## config.mk

```make
export PLATFORM = sky130hd
export DESIGN_NAME = addressable_led_frame_serializer_top
export DESIGN_NICKNAME = d
export VERILOG_FILES = /design/src/lfs_pkg.sv /design/src/addressable_led_frame_serializer_top.sv /design/src/lfs_ram.sv /design/src/lfs_serial.sv
export SDC_FILE = /design/constraint.sdc
export NUM_CORES = 2
export LEC_CHECK = 0
export ABC_AREA = 1
export BUFFER_PORTS_ARGS = -buffer_cell sky130_fd_sc_hd__buf_2
export CORE_MARGIN = 2
export CORE_UTILIZATION = 50
export CTS_BUF_LIST = sky130_fd_sc_hd__clkbuf_8 sky130_fd_sc_hd__clkbuf_16
export DETAILED_ROUTE_END_ITERATION = 8
export PLACE_DENSITY = 0.66
export SETUP_SLACK_MARGIN = 0.3
export SKIP_LAST_GASP = 1
export SLEW_MARGIN = 20
export SYNTH_ARGS = -nofsm -noshare
export SYNTH_HDL_FRONTEND = slang
export SYNTH_SLANG_ARGS = --single-unit
```

## constraint.sdc

```tcl
create_clock -name i_clk -period 3.95 [get_ports i_clk]
set_input_delay 0.79 -clock i_clk [delete_from_list [all_inputs] [get_ports i_clk]]
set_output_delay 0.79 -clock i_clk [all_outputs]
set_load 0.01 [all_outputs]
```

## src/lfs_pkg.sv

```systemverilog
// ----------------------------------------------------------------------------
// lfs_pkg
// Shared constants and types of the addressable LED frame serializer.
// ----------------------------------------------------------------------------
package lfs_pkg;

    // Default length of the frame store in pixels.
    localparam int LFS_MAX_LEDS = 64;

    // Width of chain lengths and fill bounds; covers every store length up to 256.
    localparam int LFS_CNT_W = 9;

    // Width of one pixel: green, red, blue from the top byte down.
    localparam int LFS_PIX_W = 24;

    // Width of the timing registers and of the hold time.
    localparam int LFS_TICK_W = 16;

    // Command codes.
    localparam logic [2:0] OP_WRITE = 3'd0;
    localparam logic [2:0] OP_FILL  = 3'd1;
    localparam logic [2:0] OP_CLEAR = 3'd2;
    localparam logic [2:0] OP_SHOW  = 3'd3;
    localparam logic [2:0] OP_MATCH = 3'd4;

    // Configuration register indexes (byte address divided by four).
    localparam logic [1:0] REG_LED_COUNT   = 2'd0;
    localparam logic [1:0] REG_SHORT_TICKS = 2'd1;
    localparam logic [1:0] REG_LONG_TICKS  = 2'd2;

    // Reset values of the configuration registers.
    localparam logic [6:0]            RST_LED_COUNT   = 7'd64;
    localparam logic [LFS_TICK_W-1:0] RST_SHORT_TICKS = 16'd12;
    localparam logic [LFS_TICK_W-1:0] RST_LONG_TICKS  = 16'd24;

    // Commands from the dispatcher to the bit sequencer.
    typedef struct packed {
        logic show;
        logic match;
    } t_ser_cmd;

endpackage

```

## src/addressable_led_frame_serializer_top.sv

```systemverilog
// ----------------------------------------------------------------------------
// addressable_led_frame_serializer_top
// Frame store of 24-bit pixels and serializer of the WS2812B pulse train.
// ----------------------------------------------------------------------------
// A command word is taken on the command ports at a rising edge where start is
// high and busy is low. Write pixel and clear give no result and leave busy low.
// Fill walks the frame store one pixel a cycle and keeps busy high until the
// last pixel of the run is written; a fill that starts beyond the chain ends at
// once. Start show and a timer match event read the current pixel from the frame
// store RAM, whose read is registered; busy is high while that read is pending,
// and the result word is registered after it. The block takes its next word in
// the cycle in which that result is on the result ports.
// A match event at the end of the frame needs no read and gives its result in
// the cycle after acceptance without raising busy. A match event while no
// frame runs gives nothing. Each result is on o_pin_level, o_hold_ticks and
// o_frame_done for exactly one cycle, marked by o_valid; the receiver cannot
// hold it off. The APB port holds led_count, short_ticks and long_ticks at byte
// addresses 0, 4 and 8, and pready is always high. Reset restores the register
// defaults, stops any frame and blanks the store at once through per-pixel
// valid bits, so no clearing pass is needed.
// ----------------------------------------------------------------------------
module addressable_led_frame_serializer_top
    import lfs_pkg::*;
#(
    parameter int MAX_LEDS = LFS_MAX_LEDS
) (
    input  logic                  i_clk,
    input  logic                  i_rst_n,
    // Command channel.
    input  logic                  start,
    output logic                  busy,
    input  logic [2:0]            i_operation,
    input  logic [7:0]            i_led_index,
    input  logic [7:0]            i_fill_count,
    input  logic [7:0]            i_red,
    input  logic [7:0]            i_green,
    input  logic [7:0]            i_blue,
    // Result channel.
    output logic                  o_valid,
    output logic                  o_pin_level,
    output logic [LFS_TICK_W-1:0] o_hold_ticks,
    output logic                  o_frame_done,
    // Configuration port.
    input  logic                  psel,
    input  logic                  penable,
    input  logic                  pwrite,
    input  logic [3:0]            paddr,
    input  logic [31:0]           pwdata,
    output logic [31:0]           prdata,
    output logic                  pready
);

    localparam int AW = (MAX_LEDS > 1) ? $clog2(MAX_LEDS) : 1;

    localparam logic S_IDLE = 1'b0;
    localparam logic S_FILL = 1'b1;

    // Configuration registers.
    logic [6:0]            r_led_count;
    logic [LFS_TICK_W-1:0] r_short_ticks;
    logic [LFS_TICK_W-1:0] r_long_ticks;
    logic                  cfg_wr;

    assign pready = 1'b1;
    assign cfg_wr = psel && penable && pwrite;

    always_ff @(posedge i_clk) begin
        if (!i_rst_n) begin
            r_led_count   <= RST_LED_COUNT;
            r_short_ticks <= RST_SHORT_TICKS;
            r_long_ticks  <= RST_LONG_TICKS;
        end else if (cfg_wr) begin
            case (paddr[3:2])
                REG_LED_COUNT:   r_led_count   <= pwdata[6:0];
                REG_SHORT_TICKS: r_short_ticks <= pwdata[LFS_TICK_W-1:0];
                REG_LONG_TICKS:  r_long_ticks  <= pwdata[LFS_TICK_W-1:0];
                default: begin
                end
            endcase
        end
    end

    always_comb begin
        case (paddr[3:2])
            REG_LED_COUNT:   prdata = {25'd0, r_led_count};
            REG_SHORT_TICKS: prdata = {16'd0, r_short_ticks};
            REG_LONG_TICKS:  prdata = {16'd0, r_long_ticks};
            default:         prdata = 32'd0;
        endcase
    end

    // Effective chain length: a count of zero acts as one, and the count is
    // limited to the size of the store.
    logic [LFS_CNT_W-1:0] chain_len;

    always_comb begin
        if (r_led_count == 7'd0) begin
            chain_len = LFS_CNT_W'(1);
        end else if (LFS_CNT_W'(r_led_count) > LFS_CNT_W'(MAX_LEDS)) begin
            chain_len = LFS_CNT_W'(MAX_LEDS);
        end else begin
            chain_len = LFS_CNT_W'(r_led_count);
        end
    end

    // Command decode.
    logic                 serial_busy;
    logic                 accept;
    logic                 idx_in_chain;
    logic [LFS_PIX_W-1:0] colour;
    logic [LFS_CNT_W-1:0] fill_sum;
    logic [LFS_CNT_W-1:0] fill_end;

    logic                 r_state, n_state;
    logic [LFS_CNT_W-1:0] r_fill_pos, n_fill_pos;
    logic [LFS_CNT_W-1:0] r_fill_end, n_fill_end;
    logic [LFS_PIX_W-1:0] r_fill_colour, n_fill_colour;

    assign busy         = (r_state != S_IDLE) || serial_busy;
    assign accept       = start && !busy;
    assign idx_in_chain = LFS_CNT_W'(i_led_index) < chain_len;
    assign colour       = {i_green, i_red, i_blue};
    assign fill_sum     = LFS_CNT_W'(i_led_index) + LFS_CNT_W'(i_fill_count);

    always_comb begin
        if (i_fill_count == 8'd0 || fill_sum > chain_len) begin
            fill_end = chain_len;
        end else begin
            fill_end = fill_sum;
        end
    end

    always_comb begin
        n_state       = r_state;
        n_fill_pos    = r_fill_pos;
        n_fill_end    = r_fill_end;
        n_fill_colour = r_fill_colour;
        case (r_state)
            S_IDLE: begin
                if (accept && i_operation == OP_FILL && idx_in_chain) begin
                    n_state       = S_FILL;
                    n_fill_pos    = LFS_CNT_W'(i_led_index);
                    n_fill_end    = fill_end;
                    n_fill_colour = colour;
                end
            end
            S_FILL: begin
                n_fill_pos = r_fill_pos + LFS_CNT_W'(1);
                if (r_fill_pos + LFS_CNT_W'(1) == r_fill_end) begin
                    n_state = S_IDLE;
                end
            end
            default: begin
                n_state = S_IDLE;
            end
        endcase
    end

    always_ff @(posedge i_clk) begin
        if (!i_rst_n) begin
            r_state <= S_IDLE;
        end else begin
            r_state <= n_state;
        end
        r_fill_pos    <= n_fill_pos;
        r_fill_end    <= n_fill_end;
        r_fill_colour <= n_fill_colour;
    end

    // Frame store write port: the fill walk, or a single pixel write.
    logic                 ram_we;
    logic [AW-1:0]        ram_waddr;
    logic [LFS_PIX_W-1:0] ram_wdata;
    logic [AW-1:0]        ram_raddr;
    logic [LFS_PIX_W-1:0] ram_rdata;
    logic [AW-1:0]        led_pos;

    always_comb begin
        if (r_state == S_FILL) begin
            ram_we    = 1'b1;
            ram_waddr = r_fill_pos[AW-1:0];
            ram_wdata = r_fill_colour;
        end else begin
            ram_we    = accept && i_operation == OP_WRITE && idx_in_chain;
            ram_waddr = i_led_index[AW-1:0];
            ram_wdata = colour;
        end
    end

    // A show restarts at the first pixel; a match event reads the pixel in flight.
    assign ram_raddr = (i_operation == OP_SHOW) ? '0 : led_pos;

    lfs_ram #(
        .WIDTH (LFS_PIX_W),
        .DEPTH (MAX_LEDS)
    ) u_frame_store (
        .i_clk   (i_clk),
        .i_we    (ram_we),
        .i_waddr (ram_waddr),
        .i_wdata (ram_wdata),
        .i_raddr (ram_raddr),
        .o_rdata (ram_rdata)
    );

    // One valid bit per pixel: a pixel never written since reset or the last
    // clear reads as black. Clear and reset drop every bit at once.
    logic [MAX_LEDS-1:0] r_pix_valid, n_pix_valid;
    logic                r_rd_valid;
    logic                clear_cmd;

    assign clear_cmd = accept && i_operation == OP_CLEAR;

    always_comb begin
        n_pix_valid = r_pix_valid;
        if (clear_cmd) begin
            n_pix_valid = '0;
        end else if (ram_we) begin
            n_pix_valid[ram_waddr] = 1'b1;
        end
    end

    always_ff @(posedge i_clk) begin
        if (!i_rst_n) begin
            r_pix_valid <= '0;
        end else begin
            r_pix_valid <= n_pix_valid;
        end
        r_rd_valid <= r_pix_valid[ram_raddr];
    end

    // Bit sequencer.
    t_ser_cmd             ser_cmd;
    logic [LFS_PIX_W-1:0] pixel;

    assign ser_cmd.show  = accept && i_operation == OP_SHOW;
    assign ser_cmd.match = accept && i_operation == OP_MATCH;
    assign pixel         = r_rd_valid ? ram_rdata : '0;

    lfs_serial #(
        .MAX_LEDS (MAX_LEDS)
    ) u_serial (
        .i_clk         (i_clk),
        .i_rst_n       (i_rst_n),
        .i_cmd         (ser_cmd),
        .i_word        (pixel),
        .i_chain_len   (chain_len),
        .i_short_ticks (r_short_ticks),
        .i_long_ticks  (r_long_ticks),
        .o_led_pos     (led_pos),
        .o_busy        (serial_busy),
        .o_valid       (o_valid),
        .o_pin_level   (o_pin_level),
        .o_hold_ticks  (o_hold_ticks),
        .o_frame_done  (o_frame_done)
    );

endmodule

```

## src/lfs_ram.sv

```systemverilog
// ----------------------------------------------------------------------------
// lfs_ram
// Generic single-port-write, single-port-read RAM with a registered read.
// ----------------------------------------------------------------------------
module lfs_ram #(
    parameter int WIDTH = 24,
    parameter int DEPTH = 64,
    localparam int AW   = (DEPTH > 1) ? $clog2(DEPTH) : 1
) (
    input  logic             i_clk,
    input  logic             i_we,
    input  logic [AW-1:0]    i_waddr,
    input  logic [WIDTH-1:0] i_wdata,
    input  logic [AW-1:0]    i_raddr,
    output logic [WIDTH-1:0] o_rdata
);

    logic [WIDTH-1:0] r_mem [DEPTH];
    logic [WIDTH-1:0] r_rdata;

    always_ff @(posedge i_clk) begin
        if (i_we) begin
            r_mem[i_waddr] <= i_wdata;
        end
        r_rdata <= r_mem[i_raddr];
    end

    assign o_rdata = r_rdata;

endmodule

```

## src/lfs_serial.sv

```systemverilog
// ----------------------------------------------------------------------------
// lfs_serial
// Bit sequencer: keeps the frame position and produces pin level and hold time.
// ----------------------------------------------------------------------------
module lfs_serial
    import lfs_pkg::*;
#(
    parameter int MAX_LEDS = LFS_MAX_LEDS,
    localparam int AW      = (MAX_LEDS > 1) ? $clog2(MAX_LEDS) : 1
) (
    input  logic                  i_clk,
    input  logic                  i_rst_n,
    input  t_ser_cmd              i_cmd,
    input  logic [LFS_PIX_W-1:0]  i_word,
    input  logic [LFS_CNT_W-1:0]  i_chain_len,
    input  logic [LFS_TICK_W-1:0] i_short_ticks,
    input  logic [LFS_TICK_W-1:0] i_long_ticks,
    output logic [AW-1:0]         o_led_pos,
    output logic                  o_busy,
    output logic                  o_valid,
    output logic                  o_pin_level,
    output logic [LFS_TICK_W-1:0] o_hold_ticks,
    output logic                  o_frame_done
);

    localparam logic [1:0] PH_IDLE   = 2'd0;
    localparam logic [1:0] PH_HIGH   = 2'd1;
    localparam logic [1:0] PH_LOW    = 2'd2;
    localparam logic [1:0] PH_FINISH = 2'd3;

    logic [1:0]            r_phase, n_phase;
    logic [2:0]            r_bit, n_bit;
    logic [1:0]            r_colour, n_colour;
    logic [AW-1:0]         r_led, n_led;
    logic                  r_pend, n_pend;
    logic                  r_valid, n_valid;
    logic                  r_pin, n_pin;
    logic [LFS_TICK_W-1:0] r_hold, n_hold;
    logic                  r_done, n_done;

    logic [4:0] bit_sel;
    logic       cur_bit;

    // The pixel holds green, red, blue from the top; each byte goes out MSB first.
    assign bit_sel = 5'd23 - {r_colour, r_bit};
    assign cur_bit = i_word[bit_sel];

    always_comb begin
        n_phase  = r_phase;
        n_bit    = r_bit;
        n_colour = r_colour;
        n_led    = r_led;
        n_pend   = 1'b0;
        n_valid  = 1'b0;
        n_pin    = r_pin;
        n_hold   = r_hold;
        n_done   = r_done;
        if (r_pend) begin
            n_valid = 1'b1;
            n_done  = 1'b0;
            if (r_phase == PH_HIGH) begin
                n_pin   = 1'b0;
                n_hold  = cur_bit ? i_short_ticks : i_long_ticks;
                n_phase = PH_LOW;
                if (r_bit != 3'd7) begin
                    n_bit = r_bit + 3'd1;
                end else begin
                    n_bit = 3'd0;
                    if (r_colour != 2'd2) begin
                        n_colour = r_colour + 2'd1;
                    end else begin
                        n_colour = 2'd0;
                        if ((LFS_CNT_W'(r_led) + LFS_CNT_W'(1)) < i_chain_len) begin
                            n_led = r_led + AW'(1);
                        end else begin
                            n_led   = '0;
                            n_phase = PH_FINISH;
                        end
                    end
                end
            end else begin
                // Low part ended, or a show that was entered as a low phase.
                n_pin   = 1'b1;
                n_hold  = cur_bit ? i_long_ticks : i_short_ticks;
                n_phase = PH_HIGH;
            end
        end else if (i_cmd.show) begin
            n_bit    = 3'd0;
            n_colour = 2'd0;
            n_led    = '0;
            n_phase  = PH_LOW;
            n_pend   = 1'b1;
        end else if (i_cmd.match) begin
            case (r_phase)
                PH_HIGH, PH_LOW: begin
                    n_pend = 1'b1;
                end
                PH_FINISH: begin
                    n_valid  = 1'b1;
                    n_pin    = 1'b0;
                    n_hold   = '0;
                    n_done   = 1'b1;
                    n_phase  = PH_IDLE;
                    n_bit    = 3'd0;
                    n_colour = 2'd0;
                    n_led    = '0;
                end
                default: begin
                end
            endcase
        end
    end

    always_ff @(posedge i_clk) begin
        if (!i_rst_n) begin
            r_phase  <= PH_IDLE;
            r_bit    <= 3'd0;
            r_colour <= 2'd0;
            r_led    <= '0;
            r_pend   <= 1'b0;
            r_valid  <= 1'b0;
        end else begin
            r_phase  <= n_phase;
            r_bit    <= n_bit;
            r_colour <= n_colour;
            r_led    <= n_led;
            r_pend   <= n_pend;
            r_valid  <= n_valid;
        end
        r_pin  <= n_pin;
        r_hold <= n_hold;
        r_done <= n_done;
    end

    assign o_led_pos    = r_led;
    assign o_busy       = r_pend;
    assign o_valid      = r_valid;
    assign o_pin_level  = r_pin;
    assign o_hold_ticks = r_hold;
    assign o_frame_done = r_done;

endmodule

```

==> results by group <==
Power and ir drop
  • Psw: 7.57 mW
  • Switching fraction of total power: 20.6%
  • Clock power frac: roughly 43%
  • Power density cells: 454 mW/mm^2
  • Internal power: 29.1 mW
  • Flop pwr share: 55.0%
  • Lkg Pwr: 26.1 nW
  • Final Power: 36.7 mW
  • Comb pwr share: approximately 2.2%
  • Max VDD drop: approximately 0.33 mV

Clocking
  • Clock slew at reported path FFs: approximately 0.06 ns
  • Post-cts resize count: 0
  • Clk sinks: between 1.5k and 2k
  • CTS tree: yes
  • Clock Latency Late Sink: 0.81 ns
  • CTS buffer count: 175
  • Cell at the root of the clock tree: clkbuf_16
  • Post-CTS Setup Inserts: 0
  • CTS H-Tree Depth: 4
  • Max clock buf depth: 3
  • # hold bufs at CTS: 0

Detailed routing
  • Routed vias/inst: 6.01
  • WL per Instance: 25.1 um
  • DR pass1 iterations: 6
  • ANT nets after route: 0
  • Initial DRC count: about 5.4k
  • Final WL: 194000 um
  • DRC Markers: 0
  • Vias: roughly 46k

GRT
  • Vias in the first global route: 44.6k
  • Initial antenna violation count: 8
  • Largest net degree at the start of global routing: 115
  • GRT overflow: 0
  • Total GRT Usage: 26.0%
  • First-pass GRT wire length: 286000 um

Min path
  • Hold Crit Endpoint: r_fill_colour[17]$_DFFE_PP_
  • Worst Hold Class: primary input to register
  • Worst min-delay path startpoint: i_green[1]
  • Worst Hold Path Cells: 1

Synthesis
  • Synth Area per Inst: 12.9 um^2
  • Cells after Synth: 5584
  • Yosys cell types: 46
  • Ys async rst share: 0%
  • Synthesized cell area: 0.0721 mm^2
  • Yosys warns: 0
  • Post-synth EDFFs: 1595
  • Prevailing post-synth register cell: edfxtp_1
  • Seq/Total Area, Yosys: 70.5%
  • Synth Register Bits: approximately 1.7k

Floorplanning
  • Top Ports: 138
  • Die width: 384 um
  • Die ar.: between 0.1 and 0.15 mm^2
  • Row cnt: 139
  • DIE HEIGHT: about 380 um
  • Initial Util: 50.3%
  • CORE AREA: 0.143 mm^2

Critical path
  • CP startpoint kind: register
  • Worst Path Required: 4.37 ns
  • Critical Path AT: 3.85 ns
  • Crit. End Element: register
  • CP max FO: 48
  • Setup CP Type: register to register
  • Worst r2r src: r_led_count[6]$_SDFFE_PN1P_
  • R2R cell count: 14
  • R2R Path End: u_frame_store.r_mem[2][14]$_DFFE_PP_
  • R2R setup slack: 0.52 ns

STA
  • F_max: ~290 MHz
  • Slew @ Worst Pin: 1.16 ns
  • Endpoints failing setup: 0
  • RSZ-0062 raised after global routing: no
  • Final hold slack: 0.178 ns
  • Final Hold Viols: 0
  • Slew Limit Fails: 0
  • Slew margin rel.: between 20% and 30%
  • Final min period: around 3.4 ns
  • Post-route clock period utilization: 86.8%
  • Sum of negative setup slack: 0 ns
  • Fin Clk Skew: ~0.027 ns
  • Worst setup margin: between 0.5 and 0.6 ns

Placed design
  • Cells after DPL: 7416
  • Dpl hpwl: 107000 um
  • Routability congestion estimate: about 0.9
  • Setup WS pre-CTS: between 0.2 and 0.25 ns
  • IO Port Bufs: about 100

Job
  • Max_cap viols: 0

Status
  • Status: finished clean

Layout
  • Area growth, synth to finish: 12.1%
  • Highest-count cells in the layout ignoring fill and taps: edfxtp_1, o211ai_1, or2_2, nand3_1, nor2_1
  • NumNets Final: approximately 5.8k
  • Non-filler cells, final: 7736
  • Layout cells sized above 1: 21.4%
  • Most common cell after layout, fill and taps aside: edfxtp_1
-- Yosys cell counts (17+ instances only) --
cell type | number | area, um^2
edfxtp_1 | 1595 | 47900
o211ai_1 | 662 | 4970
or2_2 | 653 | 4090
nand3_1 | 650 | 3250
nor2_1 | 456 | 1710
nand2_1 | 306 | 1150
inv_1 | 225 | 845
clkbuf_1 | 213 | 800
dfxtp_1 | 145 | 2900
a21oi_1 | 129 | 646
o311ai_1 | 111 | 972
buf_2 | 108 | 541
o21ai_0 | 101 | 505
ha_1 | 34 | 425
buf_1 | 32 | 120
buf_4 | 23 | 173
buf_6 | 22 | 248
o22ai_1 | 17 | 106
-- through the flow --
stage          utilization [%]  instance area (um^2)
2_1_floorplan                -                 72200
3_3_place_gp              52.6                 75400
3_5_place_dp              52.6                 75400
4_1_cts                   56.4                 80800
5_1_grt                   56.4                 80800
6_report                  56.4                 80800
-- sequential cells by signal, summed over array words and instances (netlist names), 2 cells and up --
signal / cells
r_fill_pos: 9
r_pix_valid: 64
r_fill_colour: 24
u_serial.o_led_pos: 6
r_long_ticks: 16
r_short_ticks: 16
u_serial.r_bit: 3
u_serial.r_phase: 2
r_led_count: 7
r_fill_end: 9
u_frame_store.o_rdata: 24
u_serial.o_hold_ticks: 16
u_frame_store.r_mem: 1536
u_serial.r_colour: 2
-- power by group through the flow --
stage               sequential, mW  clock [mW]  combinational, mW
floorplan                     20.6           0              0.412
global placement              20.6           0              0.797
detailed placement            20.6           0              0.817
CTS                           20.2        15.9              0.819
global route                  20.2        16.5              0.889
finish                        20.2        15.7              0.825
-- worst max-delay path, stage by stage (launching register included) --
cell and delay [ns]:
dfxtp_1 0.39, clkinv_1 0.35, nand2_1 0.32, ha_1 0.30, nand3_1 0.09, nand2_1 0.05, nand2_1 0.05, nand2_1 0.05
nand2_1 0.07, nand4_1 0.09, nand2_2 0.32, buf_12 0.27, nand2_1 0.11, inv_1 0.08, buf_4 0.43
-- layout make-up --
cell class / instances / area, um^2
clock inverter: 128 / 797
clock buffer: 190 / 4630
antenna: 2 / 5.00
inverter: 233 / 900
fill: 11300 / 62500
tap: 1903 / 2380
timing repair buffer: 310 / 2570
sequential: 1740 / 50800
multi-input combinational: 3230 / 18700
-- metal layers --
layer	routed length [um]	up-vias	GRT usage (%)
li1	-	20900	-
met1	80300	23200	36.1
met2	92200	1957	42.0
met3	14300	345	3.45
met4	7010	2	10.1
met5	8	-	0
-- cells by family after synthesis --
family	share of synthesized area [%]
AOI/OAI and AO/OA	10.4
and+or+nand+nor	14.5
xor gates and xnor gates	0.219
DFF	70.5
other	0.0104
adders and majority gates	0.618
buffers and inverters	3.82
-- worst max path at each step --
stage                                      startpoint                              endpoint  slack [ns]  cells after the start
after global placement                 i_led_index[0]               r_fill_end[6]$_DFFE_PP_        0.15                     17
after CTS                 r_led_count[6]$_SDFFE_PN1P_  u_frame_store.r_mem[0][12]$_DFFE_PP_        0.57                     14
after detailed placement               i_led_index[0]               r_fill_end[3]$_DFFE_PP_        0.23                     18
after floorplan                        i_led_index[0]               r_fill_end[4]$_DFFE_PP_        0.52                     17
after global routing      r_led_count[6]$_SDFFE_PN1P_  u_frame_store.r_mem[1][12]$_DFFE_PP_        0.32                     14
final                     r_led_count[6]$_SDFFE_PN1P_  u_frame_store.r_mem[2][14]$_DFFE_PP_        0.52                     14
Power figures use the tool's default switching activity.
